[config.mk]
export PLATFORM = sky130hd
export DESIGN_NAME = wifi_station_tracker
export DESIGN_NICKNAME = d
export VERILOG_FILES = /design/src/rtl/wst_pkg.sv /design/src/rtl/wst_front.sv /design/src/rtl/wst_queue.sv /design/src/rtl/wst_back.sv /design/src/rtl/wifi_station_tracker.sv
export SDC_FILE = /design/constraint.sdc
export NUM_CORES = 2
export LEC_CHECK = 0
export BUFFER_PORTS_ARGS = -buffer_cell sky130_fd_sc_hd__buf_2
export CELL_PAD_IN_SITES_DETAIL_PLACEMENT = 1
export CELL_PAD_IN_SITES_GLOBAL_PLACEMENT = 1
export CORE_MARGIN = 1
export CORE_UTILIZATION = 49
export CTS_CLUSTER_DIAMETER = 120
export DETAILED_ROUTE_END_ITERATION = 10
export PLACE_DENSITY_LB_ADDON = 0.1
export SLEW_MARGIN = 20
export SYNTH_ARGS = -nofsm -noshare
export SYNTH_HDL_FRONTEND = slang
export SYNTH_SLANG_ARGS = --single-unit
[constraint.sdc]
create_clock -name clk_i -period 6.69 [get_ports clk_i]
set_input_delay 1.338 -clock clk_i [delete_from_list [all_inputs] [get_ports clk_i]]
set_output_delay 1.338 -clock clk_i [all_outputs]
set_load 0.02 [all_outputs]
[src/rtl/wst_pkg.sv]
`timescale 1ns / 1ps
// Package for the station tracker: request and result payload types, queue entry type,
// frame classification codes, outcome codes and fixed constants. No dependencies.
package wst_pkg;

  localparam int unsigned TABLE_DEPTH_DEFAULT = 32;
  localparam int unsigned QUEUE_DEPTH = 2;

  localparam logic [11:0] MIN_FRAME_BYTES = 12'd24;
  localparam logic [1:0]  KIND_DATA       = 2'd2;

  localparam logic [1:0] SCAN_STATIONS = 2'd1;
  localparam logic [1:0] SCAN_BOTH     = 2'd2;
  localparam logic [1:0] SCAN_RESET    = SCAN_BOTH;

  localparam logic [2:0] OUT_IGNORED = 3'd0;
  localparam logic [2:0] OUT_WDS     = 3'd1;
  localparam logic [2:0] OUT_UPDATED = 3'd2;
  localparam logic [2:0] OUT_ADDED   = 3'd3;
  localparam logic [2:0] OUT_FULL    = 3'd4;

  typedef enum logic [1:0] {
    CLS_IGNORE = 2'd0,
    CLS_WDS    = 2'd1,
    CLS_LOOKUP = 2'd2
  } cls_e;

  typedef struct packed {
    logic [11:0]        frame_length;
    logic [1:0]         frame_kind;
    logic               to_ds;
    logic               from_ds;
    logic [47:0]        address_one;
    logic [47:0]        address_two;
    logic signed [7:0]  signal_strength;
    logic [3:0]         radio_channel;
    logic [31:0]        timestamp;
  } wst_in_t;

  typedef struct packed {
    logic [2:0]  outcome;
    logic [47:0] station_address;
    logic [47:0] access_point_address;
    logic [4:0]  entry_index;
    logic [31:0] packet_total;
  } wst_out_t;

  typedef struct packed {
    cls_e               cls;
    logic [47:0]        sta;
    logic [47:0]        ap;
    logic signed [7:0]  rssi;
    logic [3:0]         chan;
    logic [31:0]        stamp;
  } entry_t;

endpackage

[src/rtl/wst_front.sv]
`timescale 1ns / 1ps
// Front end: scan target register, request acceptance, classification and address pick.
// Depends on wst_pkg.
module wst_front (
  input  logic             clk_i,
  input  logic             rst_ni,
  input  logic             cfg_we_i,
  input  logic [1:0]       cfg_wdata_i,
  input  logic             in_valid_i,
  output logic             in_ready_o,
  input  wst_pkg::wst_in_t in_data_i,
  input  logic             q_full_i,
  output logic             q_push_o,
  output wst_pkg::entry_t  q_entry_o
);

  logic [1:0] scan_q;
  logic       ignore;

  always_ff @(posedge clk_i or negedge rst_ni) begin
    if (!rst_ni) begin
      scan_q <= wst_pkg::SCAN_RESET;
    end else if (cfg_we_i) begin
      scan_q <= cfg_wdata_i;
    end
  end

  assign in_ready_o = !q_full_i;
  assign q_push_o   = in_valid_i && !q_full_i;

  assign ignore = (in_data_i.frame_length < wst_pkg::MIN_FRAME_BYTES) ||
                  (in_data_i.frame_kind != wst_pkg::KIND_DATA) ||
                  ((scan_q != wst_pkg::SCAN_STATIONS) && (scan_q != wst_pkg::SCAN_BOTH));

  always_comb begin
    q_entry_o       = '0;
    q_entry_o.rssi  = in_data_i.signal_strength;
    q_entry_o.chan  = in_data_i.radio_channel;
    q_entry_o.stamp = in_data_i.timestamp;
    if (ignore) begin
      q_entry_o.cls = wst_pkg::CLS_IGNORE;
    end else if (in_data_i.to_ds && in_data_i.from_ds) begin
      q_entry_o.cls = wst_pkg::CLS_WDS;
    end else if (in_data_i.from_ds) begin
      q_entry_o.cls = wst_pkg::CLS_LOOKUP;
      q_entry_o.sta = in_data_i.address_one;
      q_entry_o.ap  = in_data_i.address_two;
    end else begin
      q_entry_o.cls = wst_pkg::CLS_LOOKUP;
      q_entry_o.sta = in_data_i.address_two;
      q_entry_o.ap  = in_data_i.address_one;
    end
  end

endmodule

[src/rtl/wst_queue.sv]
`timescale 1ns / 1ps
// Short request queue between front end and table engine.
// Depends on wst_pkg.
module wst_queue (
  input  logic            clk_i,
  input  logic            rst_ni,
  input  logic            push_i,
  input  wst_pkg::entry_t push_entry_i,
  output logic            full_o,
  input  logic            pop_i,
  output logic            valid_o,
  output wst_pkg::entry_t head_o
);

  localparam int unsigned PTR_W = (wst_pkg::QUEUE_DEPTH > 1) ? $clog2(wst_pkg::QUEUE_DEPTH) : 1;
  localparam int unsigned CNT_W = $clog2(wst_pkg::QUEUE_DEPTH + 1);

  wst_pkg::entry_t  slot_q [wst_pkg::QUEUE_DEPTH];
  logic [PTR_W-1:0] wr_ptr_q, rd_ptr_q;
  logic [CNT_W-1:0] count_q;
  logic             do_push, do_pop;

  assign full_o  = (count_q == CNT_W'(wst_pkg::QUEUE_DEPTH));
  assign valid_o = (count_q != '0);
  assign head_o  = slot_q[rd_ptr_q];
  assign do_push = push_i && !full_o;
  assign do_pop  = pop_i && valid_o;

  always_ff @(posedge clk_i or negedge rst_ni) begin
    if (!rst_ni) begin
      wr_ptr_q <= '0;
      rd_ptr_q <= '0;
      count_q  <= '0;
    end else begin
      if (do_push) begin
        wr_ptr_q <= (wr_ptr_q == PTR_W'(wst_pkg::QUEUE_DEPTH - 1)) ? '0 : wr_ptr_q + 1'b1;
      end
      if (do_pop) begin
        rd_ptr_q <= (rd_ptr_q == PTR_W'(wst_pkg::QUEUE_DEPTH - 1)) ? '0 : rd_ptr_q + 1'b1;
      end
      if (do_push && !do_pop) begin
        count_q <= count_q + 1'b1;
      end else if (do_pop && !do_push) begin
        count_q <= count_q - 1'b1;
      end
    end
  end

  always_ff @(posedge clk_i) begin
    if (do_push) begin
      slot_q[wr_ptr_q] <= push_entry_i;
    end
  end

endmodule

[src/rtl/wst_back.sv]
`timescale 1ns / 1ps
// Table engine: station key match, entry memories, update/append and result register.
// Depends on wst_pkg.
module wst_back #(
  parameter int unsigned TABLE_DEPTH = wst_pkg::TABLE_DEPTH_DEFAULT
) (
  input  logic              clk_i,
  input  logic              rst_ni,
  input  logic              q_valid_i,
  input  wst_pkg::entry_t   q_entry_i,
  output logic              q_pop_o,
  output logic              out_valid_o,
  input  logic              out_ready_i,
  output wst_pkg::wst_out_t out_data_o
);

  localparam int unsigned IDX_W = (TABLE_DEPTH > 1) ? $clog2(TABLE_DEPTH) : 1;
  localparam int unsigned CNT_W = $clog2(TABLE_DEPTH + 1);

  typedef enum logic [3:0] {
    S_IDLE  = 4'b0001,
    S_MATCH = 4'b0010,
    S_READ  = 4'b0100,
    S_WRITE = 4'b1000
  } state_e;

  state_e            state_q, state_d;
  wst_pkg::entry_t   cur_q;
  logic [CNT_W-1:0]  count_q, count_d;
  logic              out_valid_q;
  wst_pkg::wst_out_t out_data_q, out_d;
  logic              out_load, out_free, cur_load, tbl_we;

  logic [47:0]       key_q [TABLE_DEPTH];
  logic [47:0]       ap_mem [TABLE_DEPTH];
  logic [7:0]        rssi_mem [TABLE_DEPTH];
  logic [3:0]        chan_mem [TABLE_DEPTH];
  logic [31:0]       seen_mem [TABLE_DEPTH];
  logic [31:0]       pkt_mem [TABLE_DEPTH];

  logic [TABLE_DEPTH-1:0] lane_hit, match_q;
  logic              enc_hit, hit_q;
  logic [IDX_W-1:0]  enc_idx, hit_idx_q, wr_idx;
  logic [31:0]       pkt_rd_q, pkt_next;
  logic              tbl_full;

  for (genvar g = 0; g < TABLE_DEPTH; g++) begin : g_lane
    assign lane_hit[g] = (key_q[g] == cur_q.sta) && (CNT_W'(g) < count_q);
  end

  always_comb begin
    enc_hit = 1'b0;
    enc_idx = '0;
    for (int i = TABLE_DEPTH - 1; i >= 0; i--) begin
      if (match_q[i]) begin
        enc_hit = 1'b1;
        enc_idx = IDX_W'(i);
      end
    end
  end

  assign out_free = !out_valid_q || out_ready_i;
  assign tbl_full = (count_q == CNT_W'(TABLE_DEPTH));
  assign pkt_next = (pkt_rd_q == 32'hFFFF_FFFF) ? pkt_rd_q : pkt_rd_q + 32'd1;
  assign wr_idx   = hit_q ? hit_idx_q : count_q[IDX_W-1:0];

  always_comb begin
    state_d  = state_q;
    count_d  = count_q;
    q_pop_o  = 1'b0;
    cur_load = 1'b0;
    out_load = 1'b0;
    tbl_we   = 1'b0;
    out_d    = '0;
    case (state_q)
      S_IDLE: begin
        if (q_valid_i) begin
          case (q_entry_i.cls)
            wst_pkg::CLS_LOOKUP: begin
              q_pop_o  = 1'b1;
              cur_load = 1'b1;
              state_d  = S_MATCH;
            end
            wst_pkg::CLS_WDS: begin
              if (out_free) begin
                q_pop_o       = 1'b1;
                out_load      = 1'b1;
                out_d.outcome = wst_pkg::OUT_WDS;
              end
            end
            default: begin
              if (out_free) begin
                q_pop_o       = 1'b1;
                out_load      = 1'b1;
                out_d.outcome = wst_pkg::OUT_IGNORED;
              end
            end
          endcase
        end
      end
      S_MATCH: state_d = S_READ;
      S_READ:  state_d = S_WRITE;
      S_WRITE: begin
        if (out_free) begin
          out_load                   = 1'b1;
          state_d                    = S_IDLE;
          out_d.station_address      = cur_q.sta;
          out_d.access_point_address = cur_q.ap;
          if (hit_q) begin
            tbl_we             = 1'b1;
            out_d.outcome      = wst_pkg::OUT_UPDATED;
            out_d.entry_index  = 5'(hit_idx_q);
            out_d.packet_total = pkt_next;
          end else if (!tbl_full) begin
            tbl_we             = 1'b1;
            count_d            = CNT_W'(count_q + 1'b1);
            out_d.outcome      = wst_pkg::OUT_ADDED;
            out_d.entry_index  = 5'(count_q);
            out_d.packet_total = 32'd1;
          end else begin
            out_d.outcome = wst_pkg::OUT_FULL;
          end
        end
      end
      default: state_d = S_IDLE;
    endcase
  end

  always_ff @(posedge clk_i or negedge rst_ni) begin
    if (!rst_ni) begin
      state_q     <= S_IDLE;
      count_q     <= '0;
      out_valid_q <= 1'b0;
    end else begin
      state_q <= state_d;
      count_q <= count_d;
      if (out_load) begin
        out_valid_q <= 1'b1;
      end else if (out_ready_i) begin
        out_valid_q <= 1'b0;
      end
    end
  end

  always_ff @(posedge clk_i) begin
    if (cur_load) begin
      cur_q <= q_entry_i;
    end
    if (out_load) begin
      out_data_q <= out_d;
    end
    if (state_q == S_MATCH) begin
      match_q <= lane_hit;
    end
    if (state_q == S_READ) begin
      hit_q     <= enc_hit;
      hit_idx_q <= enc_idx;
      pkt_rd_q  <= pkt_mem[enc_idx];
    end
    if (tbl_we) begin
      rssi_mem[wr_idx] <= cur_q.rssi;
      seen_mem[wr_idx] <= cur_q.stamp;
      if (hit_q) begin
        pkt_mem[wr_idx] <= pkt_next;
      end else begin
        pkt_mem[wr_idx]  <= 32'd1;
        key_q[wr_idx]    <= cur_q.sta;
        ap_mem[wr_idx]   <= cur_q.ap;
        chan_mem[wr_idx] <= cur_q.chan;
      end
    end
  end

  assign out_valid_o = out_valid_q;
  assign out_data_o  = out_data_q;

  a_count_range: assert property (@(posedge clk_i) disable iff (!rst_ni)
    count_q <= CNT_W'(TABLE_DEPTH))
    else $error("station count beyond table depth");

  a_count_only_on_write: assert property (@(posedge clk_i) disable iff (!rst_ni)
    (state_q != S_WRITE) |=> (count_q == $past(count_q)))
    else $error("station count moved outside write step");

  a_hit_in_match: assert property (@(posedge clk_i) disable iff (!rst_ni)
    (state_q == S_WRITE && hit_q) |-> match_q[hit_idx_q])
    else $error("hit slot not in match vector");

  a_hit_below_count: assert property (@(posedge clk_i) disable iff (!rst_ni)
    (state_q == S_WRITE && hit_q) |-> (CNT_W'(hit_idx_q) < count_q))
    else $error("hit slot beyond filled entries");

  a_add_has_room: assert property (@(posedge clk_i) disable iff (!rst_ni)
    (out_load && out_d.outcome == wst_pkg::OUT_ADDED) |-> !tbl_full)
    else $error("append into full table");

endmodule

[src/rtl/wifi_station_tracker.sv]
`timescale 1ns / 1ps
// Top level of the station tracker: front end, request queue and table engine.
// Depends on wst_pkg, wst_front, wst_queue, wst_back.
//
//   channel   direction  handshake                payload
//   in        input      in_valid_i / in_ready_o  in_data_i   (wst_in_t)
//   out       output     out_valid_o/ out_ready_i out_data_o  (wst_out_t)
//   cfg       input      cfg_we_i                 cfg_wdata_i (scan target)
//
// A lookup request goes through match, memory read and write back in the table
// engine; ignored and WDS requests skip them. The table engine handles one
// request at a time; the queue lets the front end take two more meanwhile.
// Reset empties the table at once (fill count cleared); no clearing pass.
// A stalled result holds the engine; the front end stalls only when the queue is full.
module wifi_station_tracker #(
  parameter int unsigned TABLE_DEPTH = wst_pkg::TABLE_DEPTH_DEFAULT
) (
  input  logic              clk_i,
  input  logic              rst_ni,
  input  logic              cfg_we_i,
  input  logic [1:0]        cfg_wdata_i,
  input  logic              in_valid_i,
  output logic              in_ready_o,
  input  wst_pkg::wst_in_t  in_data_i,
  output logic              out_valid_o,
  input  logic              out_ready_i,
  output wst_pkg::wst_out_t out_data_o
);

  logic            q_push, q_full, q_pop, q_valid;
  wst_pkg::entry_t q_push_entry, q_head;

  wst_front u_front (
    .clk_i       (clk_i),
    .rst_ni      (rst_ni),
    .cfg_we_i    (cfg_we_i),
    .cfg_wdata_i (cfg_wdata_i),
    .in_valid_i  (in_valid_i),
    .in_ready_o  (in_ready_o),
    .in_data_i   (in_data_i),
    .q_full_i    (q_full),
    .q_push_o    (q_push),
    .q_entry_o   (q_push_entry)
  );

  wst_queue u_queue (
    .clk_i        (clk_i),
    .rst_ni       (rst_ni),
    .push_i       (q_push),
    .push_entry_i (q_push_entry),
    .full_o       (q_full),
    .pop_i        (q_pop),
    .valid_o      (q_valid),
    .head_o       (q_head)
  );

  wst_back #(
    .TABLE_DEPTH (TABLE_DEPTH)
  ) u_back (
    .clk_i       (clk_i),
    .rst_ni      (rst_ni),
    .q_valid_i   (q_valid),
    .q_entry_i   (q_head),
    .q_pop_o     (q_pop),
    .out_valid_o (out_valid_o),
    .out_ready_i (out_ready_i),
    .out_data_o  (out_data_o)
  );

endmodule
## Word level (Yosys, flattened, before mapping)

Memories as Yosys holds them, arrays and structs flattened. A register that Yosys moved wholly into a read port is not among the register bits.
Index checks and enable logic that the tools add are counted.

- Memories: 3
- Output and inout bits: 138
- Bits in registers: 287
- Memory bits (writable): 2844

Memory list:

| name | depth | width | read ports | clocked after Yosys merged registers in | write ports | RTL line | source |
|---|---|---|---|---|---|---|---|
| u_back.key_q | 32 | 48 | 32 | 0 | 1 | wst_back.sv:34 | `logic [47:0] key_q [TABLE_DEPTH];` |
| u_back.pkt_mem | 32 | 32 | 1 | 1 | 1 | wst_back.sv:39 | `logic [31:0] pkt_mem [TABLE_DEPTH];` |
| u_queue.slot_q | 2 | 142 | 1 | 0 | 1 | wst_queue.sv:18 | `wst_pkg::entry_t slot_q [wst_pkg::QUEUE_DEPTH];` |

- Bitwise gates (word level): 3
- Mux-type cells: 82
- Reductions and logical operators: 53
- $lt $le $gt $ge: 33
- Add/subtract/negate cells: 6
- Equality and inequality tests: 47

Operator list:

| operator | number |
|---|---|
| $eq A48 B48 Y1 | 32 |
| $mux W96 | 3 |
| $mux W5 | 33 |
| $mux W136 | 1 |
| $lt A5 B6 Y1 const A | 16 |
| $mux W37 | 2 |
| $mux W32 | 2 |
| $lt A4 B6 Y1 const A | 8 |
| $logic_and A1 B1 Y1 | 39 |
| $add A32 B1 Y32 const B | 1 |
| $eq A32 B32 Y1 const B | 1 |
| $reduce_or A31 Y1 | 1 |
| $mux W1 | 27 |
| $lt A3 B6 Y1 const A | 4 |
| $pmux W4 S4 | 1 |
| $lt A1 B6 Y1 const A | 2 |
| $lt A12 B5 Y1 const B | 1 |
| $lt A2 B6 Y1 const A | 2 |
| $mux W3 | 4 |
| $mux W4 | 3 |
| $mux W2 | 4 |
| $ne A2 B2 Y1 const B | 4 |
| $add A6 B1 Y6 const B | 1 |
| $eq A6 B6 Y1 const B | 1 |
| 20 further kinds | 31 |

## Logic depth before layout (Yosys ltp)

- Depth in word-level cells: 32
- Gate-level depth with buffers: 12

## Cells and area by module

From an unflattened synthesis, not the netlist that was laid out.

- Cell total of the unflattened synthesis: 7858
- Area, all modules: 128265.5 um^2

By module, submodules not included:

| module | cells an instance | instances | area an instance (um^2) |
|---|---|---|---|
| wst_back | 6995 | 1 | 114994.0 |
| wst_queue | 461 | 1 | 10724.0 |
| wst_front | 402 | 1 | 2547.4 |

## Worst setup path after synthesis

No wires, ideal clock.

- Kind: register to register
- Start: register u_back.state_q[0]
- End: register u_queue.count_q[1]
- Stages on the path, launching flop included: 10
- Path buffers: 0
- Arrival: 6.144 ns
- Path slack: 0.467 ns
- Path through: dfstp_2 > inv_1 > nor4_1 > o21ai_0 > nor2_1 > nor2_1 > ha_1 > xor2_1 > nor2_1 > xor2_1

- Longest elaborated chain between the ends: 6
- Elaborated cells between the ends (all ways): 8
- Those cells by class: eq/ne: 1; mux: 2; reduce/logical: 5

Ends and longest elaborated chain:

| what | RTL line | source |
|---|---|---|
| from (decl) | wst_back.sv:27 | `state_e state_q, state_d;` |
| from (signal assigned) | wst_back.sv:135 | `state_q <= state_d;` |
| $eq A4 B1 Y1 * | wst_back.sv:75 | `case (state_q)` |
| $mux W1 * | wst_back.sv:75 |  |
| $logic_and A1 B1 Y1 * | wst_queue.sv:27 | `assign do_pop = pop_i && valid_o;` |
| $logic_not A1 Y1 | wst_queue.sv:41 | `if (do_push && !do_pop) begin` |
| $logic_and A1 B1 Y1 | wst_queue.sv:41 |  |
| $mux W2 or $reduce_bool A2 Y1 (tied branches) | n/a |  |
| to (signal assigned) | wst_queue.sv:42 | `count_q <= count_q + 1'b1;` |
| to (signal assigned) | wst_queue.sv:44 | `count_q <= count_q - 1'b1;` |
| to (decl) | wst_queue.sv:20 | `logic [CNT_W-1:0] count_q;` |

Mark *: on every way between the ends. The rest lies on a longest branch, timed or not.
A chain may end at the register's enable or synchronous reset.

## Worst setup path after layout

- Start: register u_back.match_q[4]
- End: register u_back.pkt_rd_q[16] (read register of u_back.pkt_mem), data pin

- Longest elaborated chain between the ends: 5

Ends and longest elaborated chain:

| what | RTL line | source |
|---|---|---|
| from (decl) | wst_back.sv:41 | `logic [TABLE_DEPTH-1:0] lane_hit, match_q;` |
| from (signal assigned) | wst_back.sv:153 | `match_q <= lane_hit;` |
| $mux W5 (5 in a row) | wst_back.sv:55 | `if (match_q[i]) begin` |
| to (decl) | wst_back.sv:44 | `logic [31:0] pkt_rd_q, pkt_next;` |

Every way passes these cells.

==> key figures <==
Run status
  • Status: complete, but fails checks
  • Failing checks: DRC

Die
  • Core Footprint: 0.252 mm2
  • Starting Density: approximately 50%
  • Die area: ~0.26 mm2
  • Io pins: 301
  • Die span in y: 505 um
  • Rows: around 180
  • Die W: 505 um

GRT
  • First-pass GRT wire length: 507 mm
  • Number of global-route vias before repair: 68800
  • Global route total overflow: 0
  • Initial antenna violation count: 47
  • Largest net degree at the start of global routing: 114
  • All-Layer GR Usage: 28.0%

Synth
  • Leading area contributor after synthesis: edfxtp_1
  • Synthesized cell area: 0.124 mm2
  • Dominant synthesized flop cell: edfxtp_1
  • Synth area leaders: edfxtp_1, xor2_1, mux2i_1
  • Leading cell types by count after synthesis: edfxtp_1, xor2_1, xnor2_1
  • Syn. warnings: 0
  • Asr flop ratio synth: 0.553%
  • Avg Cell Area, Syn: 17.5 um2
  • Register bit total from synthesis: 3075
  • Distinct cells, synth: 70
  • Number of synthesized flops with an enable pin: about 3000
  • Top cell type's share of synthesized area: 73.9%
  • Mapped Cells: between 7000 and 8000
  • Post-synthesis sequential area ratio: 74.3%
  • Cell with the most instances after synthesis: edfxtp_1
  • Synthesized net count: 7245

Worst setup path
  • CP Max Fanout: between 100 and 150
  • Crit Path Class: flip-flop to flip-flop
  • CP endpoint kind: flip-flop
  • Reg2Reg Capture Point: u_back.pkt_rd_q[16]
  • Worst r2r src: u_back.match_q[4]
  • Worst reg-to-reg setup slack: 2090 ps
  • Reg2Reg Depth: 8
  • CP Capture Point: u_back.pkt_rd_q[16]
  • CP required: 7360 ps
  • Setup crit start kind: flip-flop
  • Worst Setup SP: u_back.match_q[4]
  • Arr. time, crit path: 5280 ps

STA
  • Unrepaired setup endpoints after global routing: no
  • Tmin final: 4600 ps
  • Final Hold Viols: 0
  • Fin Hold WS: 385 ps
  • Achievable Freq: 217 MHz
  • Setup TNS: 0 ps
  • Worst-Margin Slew: ~1300 ps
  • Final worst slack: 2090 ps
  • Final Max Tran Viols: 0
  • Max transition margin: between 10 and 15%
  • Period utilisation layout: 68.8%
  • Clock Skew: 51.5 ps
  • Final setup fails: 0

CTS
  • Hold buffers post-CTS: 0
  • Clk slew on worst S/H paths: 60 ps
  • Post-CTS Resized: 0
  • H-tree levels: 5
  • Clock buffer count from CTS: around 330
  • CTS tree: yes
  • Worst-skew pair later-pin latency: 960 ps
  • Clock sink total: 3075
  • Post-CTS setup buffers: 0
  • Clk buf depth: 4
  • Root Driver: clkbuf_16

Placement
  • Placed inst area: 0.132 mm2
  • Port Buf Inserts: 253
  • Gpl congestion: 0.821
  • Dpl ws: about 1400 ps
  • Final HPWL DP: 212 mm
  • Placed insts: around 11000

Detailed routing
  • DR pass1 iterations: 9
  • Vias after detailed routing: ~67000
  • Total wire length: 361 mm
  • 1st-iter DRT viols: 6593
  • Avg WL per Cell: 32.1 um
  • Antenna Nets Post-Route: 0
  • DR DRC count: 9
  • Vias per std cell: 5.95

Pwr
  • Power per Cell Area: 357 mW/mm2
  • Peak VDD IR: between 0.0002 and 0.00025 V
  • LEAKAGE: 46.9 nW
  • Power Total: 50.6 mW

Cells and area
  • Design area: 0.142 mm2
  • Area grow syn2layout: 14.1%
  • Layout cells sized above 1: 17.1%
  • Final Util: 56.3%
  • Non-filler cells, final: between 10000 and 15000
  • Nets: 7782

Job
  • Max cap viols: 0

Min path
  • Worst Hold Class: input pin to async pin
==> flip-flops by register name, indices dropped and copies added, names as in the netlist, 2 cells and up <==
signal and count:
u_back.state_q 4, u_front.scan_q 2, u_queue.count_q 2, u_back.pkt_rd_q 32
u_queue.slot_q 196, u_back.cur_q 96, u_back.key_q 1536, u_back.hit_idx_q 5
u_back.out_data_o 136, u_back.count_q 6, u_back.pkt_mem 1024, u_back.match_q 32
==> critical path, cell delays in order, from the launching register on <==
cell and delay, ps:
edfxtp_1 460, nor4_1 500, o211ai_1 350, o21a_4 500
inv_16 550, buf_4 710, mux4_2 590, o22ai_1 420
nor4_2 60
==> report_power, final <==
part / internal (mW) / switching [mW]
combinational: 2.74 / 6.57
clock: 10.1 / 7.35
sequential: 23.1 / 0.670
==> area by class of cell <==
cell class | instances | area [um2]
Inverter | 54 | 234
Clock inverter | 144 | 1250
Clock buffer | 428 | 8860
Tap cell | 3348 | 4190
Multi-Input combinational cell | 3594 | 30700
Fill cell | 22300 | 110000
Sequential cell | 3075 | 92300
Timing Repair Buffer | 557 | 4190
Antenna cell | 19 | 47.5
==> worst min-delay path by stage <==
stage / endpoint / slack, ps / cells after the start
CTS: u_front.scan_q[0] / 320 / 1
detailed placement: u_queue.count_q[1] / 510 / 1
floorplan: u_queue.count_q[1] / 460 / 1
global placement: u_queue.count_q[1] / 480 / 1
global route: u_front.scan_q[0] / 360 / 1
finish: u_front.scan_q[0] / 380 / 1
==> cells in the final DEF (no fill, tap or decap), types with 67 or more instances in the layout <==
| cell type | n |
|---|---|
| mux2_2 | 100 |
| edfxtp_1 | 3058 |
| nor2_4 | 67 |
| o22ai_1 | 137 |
| and3_1 | 89 |
| mux2i_1 | 475 |
| nor2_1 | 219 |
| xnor2_1 | 488 |
| nand4_1 | 178 |
| xor2_1 | 1055 |
| mux4_2 | 124 |
| nor4_1 | 294 |
| clkbuf_1 | 85 |
| clkinv_1 | 70 |
| buf_4 | 256 |
| clkbuf_16 | 339 |
| buf_2 | 252 |
==> routing by layer <==
layer  up-vias  track usage, %  share of wire, %
met5         -               0             0.041
li1      28100               -                 -
met4        26            7.04               2.3
met2      2258            45.5                48
met1     35900            39.0                43
met3       476            5.23               7.0
==> logic make-up (layout without fill, tap and decap cells) <==
kind of cell,Yosys count,after routing,share of synthesized area (%)
DFF,3075,3075,74.3
xor gates and xnor gates,1543,1543,10.9
and+or+nand+nor,1090,1090,4.89
muxes,699,699,6.98
buffers and inverters,409,1183,1.51
AOI/OAI and AO/OA,258,258,1.42
adders and majority gates,4,4,0.0403
other,0,19,0
Power figures use the tool's default switching activity.
